**src/bse_pkg.sv**
```systemverilog
// Package: shared constants and types for the bucket sort engine.
`default_nettype none
package bse_pkg;
  localparam int MAX_ITEMS   = 64;
  localparam int VALUE_BITS  = 16;
  localparam int CNT_BITS    = $clog2(MAX_ITEMS + 1);
  localparam int QUEUE_DEPTH = 4;
  localparam int QPTR_BITS   = $clog2(QUEUE_DEPTH);

  typedef logic [VALUE_BITS-1:0] value_t;
  typedef logic [CNT_BITS-1:0]   count_t;

  typedef struct packed {
    value_t value;
    logic   last;
  } item_t;

  typedef struct packed {
    logic   draining;
    count_t count;
  } sort_status_t;
endpackage
`default_nettype wire

```
**src/bse_queue.sv**
```systemverilog
// Front: input item queue that decouples acceptance from the sorter.
`default_nettype none
module bse_queue
  import bse_pkg::*;
(
  input  wire   clk,
  input  wire   rst,
  input  wire   push,
  input  item_t wr_item,
  output logic  full,
  output logic  rd_valid,
  input  wire   rd_take,
  output item_t rd_item
);
  item_t                 slots [QUEUE_DEPTH];
  logic [QPTR_BITS-1:0]  wr_ptr;
  logic [QPTR_BITS-1:0]  rd_ptr;
  logic [QPTR_BITS:0]    fill;
  logic                  do_wr;
  logic                  do_rd;

  assign full     = (fill == (QPTR_BITS+1)'(QUEUE_DEPTH));
  assign rd_valid = (fill != '0);
  assign rd_item  = slots[rd_ptr];
  assign do_wr    = push && !full;
  assign do_rd    = rd_take && rd_valid;

  // pointers and fill level
  always_ff @(posedge clk) begin
    if (rst) begin
      wr_ptr <= '0;
      rd_ptr <= '0;
      fill   <= '0;
    end else begin
      if (do_wr) wr_ptr <= wr_ptr + 1'b1;
      if (do_rd) rd_ptr <= rd_ptr + 1'b1;
      if (do_wr && !do_rd) fill <= fill + 1'b1;
      else if (do_rd && !do_wr) fill <= fill - 1'b1;
    end
  end

  // storage
  always_ff @(posedge clk) begin
    if (do_wr) slots[wr_ptr] <= wr_item;
  end
endmodule
`default_nettype wire

```
**src/bse_sorter.sv**
```systemverilog
// Back: sorted row of cells fed one item a cycle unless draining; pops head.
`default_nettype none
module bse_sorter
  import bse_pkg::*;
(
  input  wire          clk,
  input  wire          rst,
  input  wire          in_valid,
  input  item_t        in_item,
  output logic         in_take,
  output logic         empty,
  input  wire          pop,
  output value_t       head_value,
  output logic         head_last,
  output sort_status_t status
);
  value_t          cells      [MAX_ITEMS];
  value_t          cells_next [MAX_ITEMS];
  logic            le         [MAX_ITEMS];
  count_t          count;
  logic            draining;
  logic            do_ins;
  logic            do_pop;

  assign in_take    = in_valid && !draining;
  assign do_ins     = in_take && (count < CNT_BITS'(MAX_ITEMS));
  assign do_pop     = pop && draining;
  assign empty      = !draining;
  assign head_value = cells[0];
  assign head_last  = (count == CNT_BITS'(1));
  assign status     = '{draining: draining, count: count};

  // per-cell insert / shift-out selection
  always_comb begin
    for (int i = 0; i < MAX_ITEMS; i++) begin
      le[i] = (CNT_BITS'(i) < count) && (cells[i] <= in_item.value);
    end
    for (int i = 0; i < MAX_ITEMS; i++) begin
      cells_next[i] = cells[i];
    end
    if (do_pop) begin
      for (int i = 0; i < MAX_ITEMS - 1; i++) begin
        cells_next[i] = cells[i+1];
      end
    end else if (do_ins) begin
      // cells holding values <= new one stay; the first larger slot takes it
      if (!le[0]) cells_next[0] = in_item.value;
      for (int i = 1; i < MAX_ITEMS; i++) begin
        if (!le[i]) cells_next[i] = le[i-1] ? in_item.value : cells[i-1];
      end
    end
  end

  always_ff @(posedge clk) begin
    for (int i = 0; i < MAX_ITEMS; i++) cells[i] <= cells_next[i];
  end

  // count and drain control
  always_ff @(posedge clk) begin
    if (rst) begin
      count    <= '0;
      draining <= 1'b0;
    end else if (do_pop) begin
      count <= count - 1'b1;
      if (count == CNT_BITS'(1)) draining <= 1'b0;
    end else if (in_take) begin
      if (do_ins) count <= count + 1'b1;
      if (in_item.last) draining <= 1'b1;
    end
  end
endmodule
`default_nettype wire

```
**src/bucket_sort_engine.sv**
```systemverilog
// Top level: sorting engine with queue-style input and result channels.
//   channel  | handshake        | fields
//   input    | push / full      | item_value, item_last
//   result   | pop / empty      | sorted_value, sorted_last
// Each item is placed into a sorted row of cells from the 4-entry input
// queue, loading one item per cycle while the row is not draining.
// After the last item, n results drain from the head cell one per cycle
// while pop is high; new items queue up meanwhile and stall (full) once
// the queue fills. Reset (rst, synchronous) empties the queue and the row.
`default_nettype none
module bucket_sort_engine
  import bse_pkg::*;
(
  input  wire          clk,
  input  wire          rst,
  input  wire          push,
  output logic         full,
  input  wire  [15:0]  item_value,
  input  wire          item_last,
  output logic         empty,
  input  wire          pop,
  output logic [15:0]  sorted_value,
  output logic         sorted_last
);
  item_t        wr_item;
  item_t        q_item;
  logic         q_valid;
  logic         q_take;
  value_t       head_value;
  sort_status_t status;

  assign wr_item = '{value: VALUE_BITS'(item_value), last: item_last};

  bse_queue u_queue (
    .clk(clk), .rst(rst), .push(push), .wr_item(wr_item), .full(full),
    .rd_valid(q_valid), .rd_take(q_take), .rd_item(q_item)
  );

  bse_sorter u_sorter (
    .clk(clk), .rst(rst), .in_valid(q_valid), .in_item(q_item),
    .in_take(q_take), .empty(empty), .pop(pop), .head_value(head_value),
    .head_last(sorted_last), .status(status)
  );

  assign sorted_value = 16'(head_value);

`ifndef SYNTHESIS
  a_drain_nonzero: assert property (@(posedge clk) disable iff (rst)
    status.draining |-> status.count != '0) else $error("drain with no items");
  a_last_ends: assert property (@(posedge clk) disable iff (rst)
    (pop && !empty && sorted_last) |=> empty) else $error("run not ended");
  a_mid_run: assert property (@(posedge clk) disable iff (rst)
    (pop && !empty && !sorted_last) |=> !empty) else $error("run ended early");
`endif
endmodule
`default_nettype wire

```
**config.mk**
```make
export PLATFORM = sky130hd
export DESIGN_NAME = bucket_sort_engine
export DESIGN_NICKNAME = d
export VERILOG_FILES = /design/src/bse_pkg.sv /design/src/bse_queue.sv /design/src/bse_sorter.sv /design/src/bucket_sort_engine.sv
export SDC_FILE = /design/constraint.sdc
export NUM_CORES = 2
export LEC_CHECK = 0
export BUFFER_PORTS_ARGS = -buffer_cell sky130_fd_sc_hd__clkbuf_2
export CORE_ASPECT_RATIO = 0.7
export CORE_MARGIN = 10
export CORE_UTILIZATION = 25
export CTS_CLUSTER_DIAMETER = 80
export DETAILED_ROUTE_END_ITERATION = 6
export PLACE_DENSITY = 0.45
export SYNTH_ARGS = -nofsm -noshare
export SYNTH_HDL_FRONTEND = slang
export SYNTH_HIERARCHICAL = 1
export SYNTH_SLANG_ARGS = --single-unit
```
**constraint.sdc**
```tcl
create_clock -name clk -period 13.35 [get_ports clk]
set_clock_uncertainty 0.2 [all_clocks]
set_input_delay 0 -clock clk [delete_from_list [all_inputs] [get_ports clk]]
set_output_delay 0 -clock clk [all_outputs]
set_load 0.01 [all_outputs]
```
==> impl_metrics.tcl <==
set metrics [dict create \
    status "finished with violations" \
    failed_checks "DRC" \
    cp_common_cell "buf_4" \
    min_period_ps 6940 \
    gp_congestion 0.944 \
    synth_cells 8610 \
    antenna_found_initial 36 \
    drcViolationCount 30 \
    r2r_cells 11 \
    gr-total-overflow 0 \
    routed_wl_um 437000 \
    cts_buffers 138 \
    cell_internal_pwr_mw 14.5 \
    timing.setup.tns_ps 0 \
    yosysWarnings 6 \
    hp-class "primary input to flip-flop" \
    cp_data_arrival_time_ps 7200 \
    crit_slowest_cell "dfxtp_1" \
    nets 9366 \
    maxCapViolCount 0 \
    cts_sinks 1109 \
    placed_area_um2 90700 \
    grt_pass1_vias 75600 \
    drive_above_1_share_pct 8.10 \
    startpoint_type "flip-flop" \
    swShare_pct 53.9 \
    pwr-share-seq_pct 31.8 \
    max_clock_freq_ghz 0.144 \
    switching_power_mw 17.0 \
    ir_worst_vdd_uv 244 \
    slew_headroom_pct 5.19 \
    period_share_pct 52.0 \
    synth_nets 9648 \
    worstPathRequired_ps 13610 \
    vias 82000 \
    final_cell_mix "edfxtp_1 (1092), nand2_1 (1025), ha_1 (1016), o211ai_1 (697), a21oi_1 (566)" \
    grt_max_degree 174 \
    htree_num_levels 4 \
    endpoint_kind "flip-flop" \
    cts_buffer_depth 4 \
    pwr-share-clk_pct 12.0 \
    grt_pass1_wl_um 602000 \
    avgRoutedWirePerCell_um 33.7 \
    antenna_left 0 \
    placementRows 179 \
    reg2reg_to "u_sorter/cells[1][150]" \
    hold_viol_final 0 \
    cts_tree "built" \
    finalPower_mw 31.5 \
    r2r_slack_ps 6410 \
    cp_max_fo 32 \
    area_delta_synth_final_pct 11.8 \
    drtPass1Iterations 7 \
    die_w_um 718 \
    clk_latency_ps 860 \
    worst_pin_slew_ps 1420 \
    dp.cells 12700 \
    final_cells 13000 \
    path_class "flip-flop to flip-flop" \
    clkTransAtPathRegs_ps 60 \
    port_buffers 39 \
    via_per_inst 6.33 \
    crit_end "u_sorter/cells[1][150]" \
    fin_util_pct 28.1 \
    first_iter_violations 13500 \
    final_cell_area_um2 95300 \
    power.density_nw_per_um2 330 \
    dieArea_um2 365000 \
    initial_utilization_pct 25.1 \
    num-fill-cells 35400 \
    postSynthAreaPerCell_um2 9.90 \
    drv_slew 0 \
    core_area_um2 340000 \
    final-seq-area_um2 33100 \
    synth.cell_area_um2 85200 \
    p_leak_nw 34.9 \
    grt_usage_pct 22.5 \
    final_common_cell "edfxtp_1" \
    power_frac_comb_pct 56.1 \
    io_pins 40 \
    place_hpwl_um 289000 \
    rsz0062_at_grt "no" \
    cp_slowest_stage_delay_ps 920 \
    path_cells "mux4_2, buf_4, inv_6, buf_4, buf_4, ha_1, nand4_1, nor4_1, a211o_1, and2_1, a21o_1" \
    multi_input_area_um2 49000 \
    die_h_um 509 \
    root_buffer "clkbuf_16" \
    finalSetupViolCount 0 \
]
[power by group through the flow]
| stage | clock [mW] | combinational (mW) | sequential [mW] |
|---|---|---|---|
| 2_1_floorplan | 0 | 10.9 | 8.10 |
| 3_3_place_gp | 0 | 16.5 | 9.87 |
| 3_5_place_dp | 0 | 17.0 | 9.85 |
| 4_1_cts | 3.83 | 17.1 | 9.79 |
| 5_1_grt | 3.96 | 18.9 | 10.0 |
| 6_report | 3.79 | 17.7 | 10.0 |
[per-layer routing]
| layer | up-vias | wire, um | global-route usage, % |
|---|---|---|---|
| li1 | 34100 | - | - |
| met1 | 41200 | 198000 | 34.2 |
| met2 | 5939 | 164000 | 29.4 |
| met3 | 792 | 60600 | 7.16 |
| met4 | 14 | 13800 | 6.91 |
| met5 | - | 88 | 0 |
[layout make-up]
type	instances	area share [%]
sequential	1109	34.8
tap	4525	5.94
timing repair buffer	352	2.84
inverter	144	0.654
antenna	23	0.0604
clock inverter	55	0.438
multi-input combinational	6583	51.4
clock buffer	174	3.90
[flip-flops by register name (all words and copies together), names as in the netlist, named ones only]
signal / cells
u_sorter/cells: 1024
u_queue/slots: 68
u_queue/rd_ptr: 2
u_queue/wr_ptr: 2
u_queue/fill: 3
u_sorter/count: 7
u_sorter/draining: 1
[worst min path at each step]
stage	startpoint	to	slack (ps)	cells past startpoint
after floorplan	item_last	u_queue/slots[0][0]	-100	0
after global placement	item_value[15]	u_queue/slots[2][16]	20	1
after detailed placement	item_value[0]	u_queue/slots[3][1]	30	1
after CTS	rst	u_queue/fill[1]	230	3
after global routing	rst	u_queue/fill[2]	290	3
final	item_value[0]	u_queue/slots[3][1]	280	3
[through the flow]
step	hold slack (ps)	worst slack, ps
6_report	282	6410
5_1_grt	292	6260
4_1_cts	230	6590
3_5_place_dp	27.6	6650
3_3_place_gp	20.0	6750
2_1_floorplan	-101	7530
[repair_timing]
| action | CTS | global route |
|---|---|---|
| buffers inserted | 0 | 0 |
| resized for setup | 0 | 0 |
| endpoints found under the hold margin | 126 | 0 |
| hold buffers | 39 | 0 |
[worst max-delay path, delay by kind of cell (launching register included)]
kind	cells	cell delay (ps)
AO/OA/AOI/OAI	2	1130
AND/OR/NAND/NOR	3	1330
flip-flops	1	920
adder cells (fa/ha/maj)	1	280
multiplexers	1	410
buffers and inverters	4	2110
(Power assumes the default switching activity.)
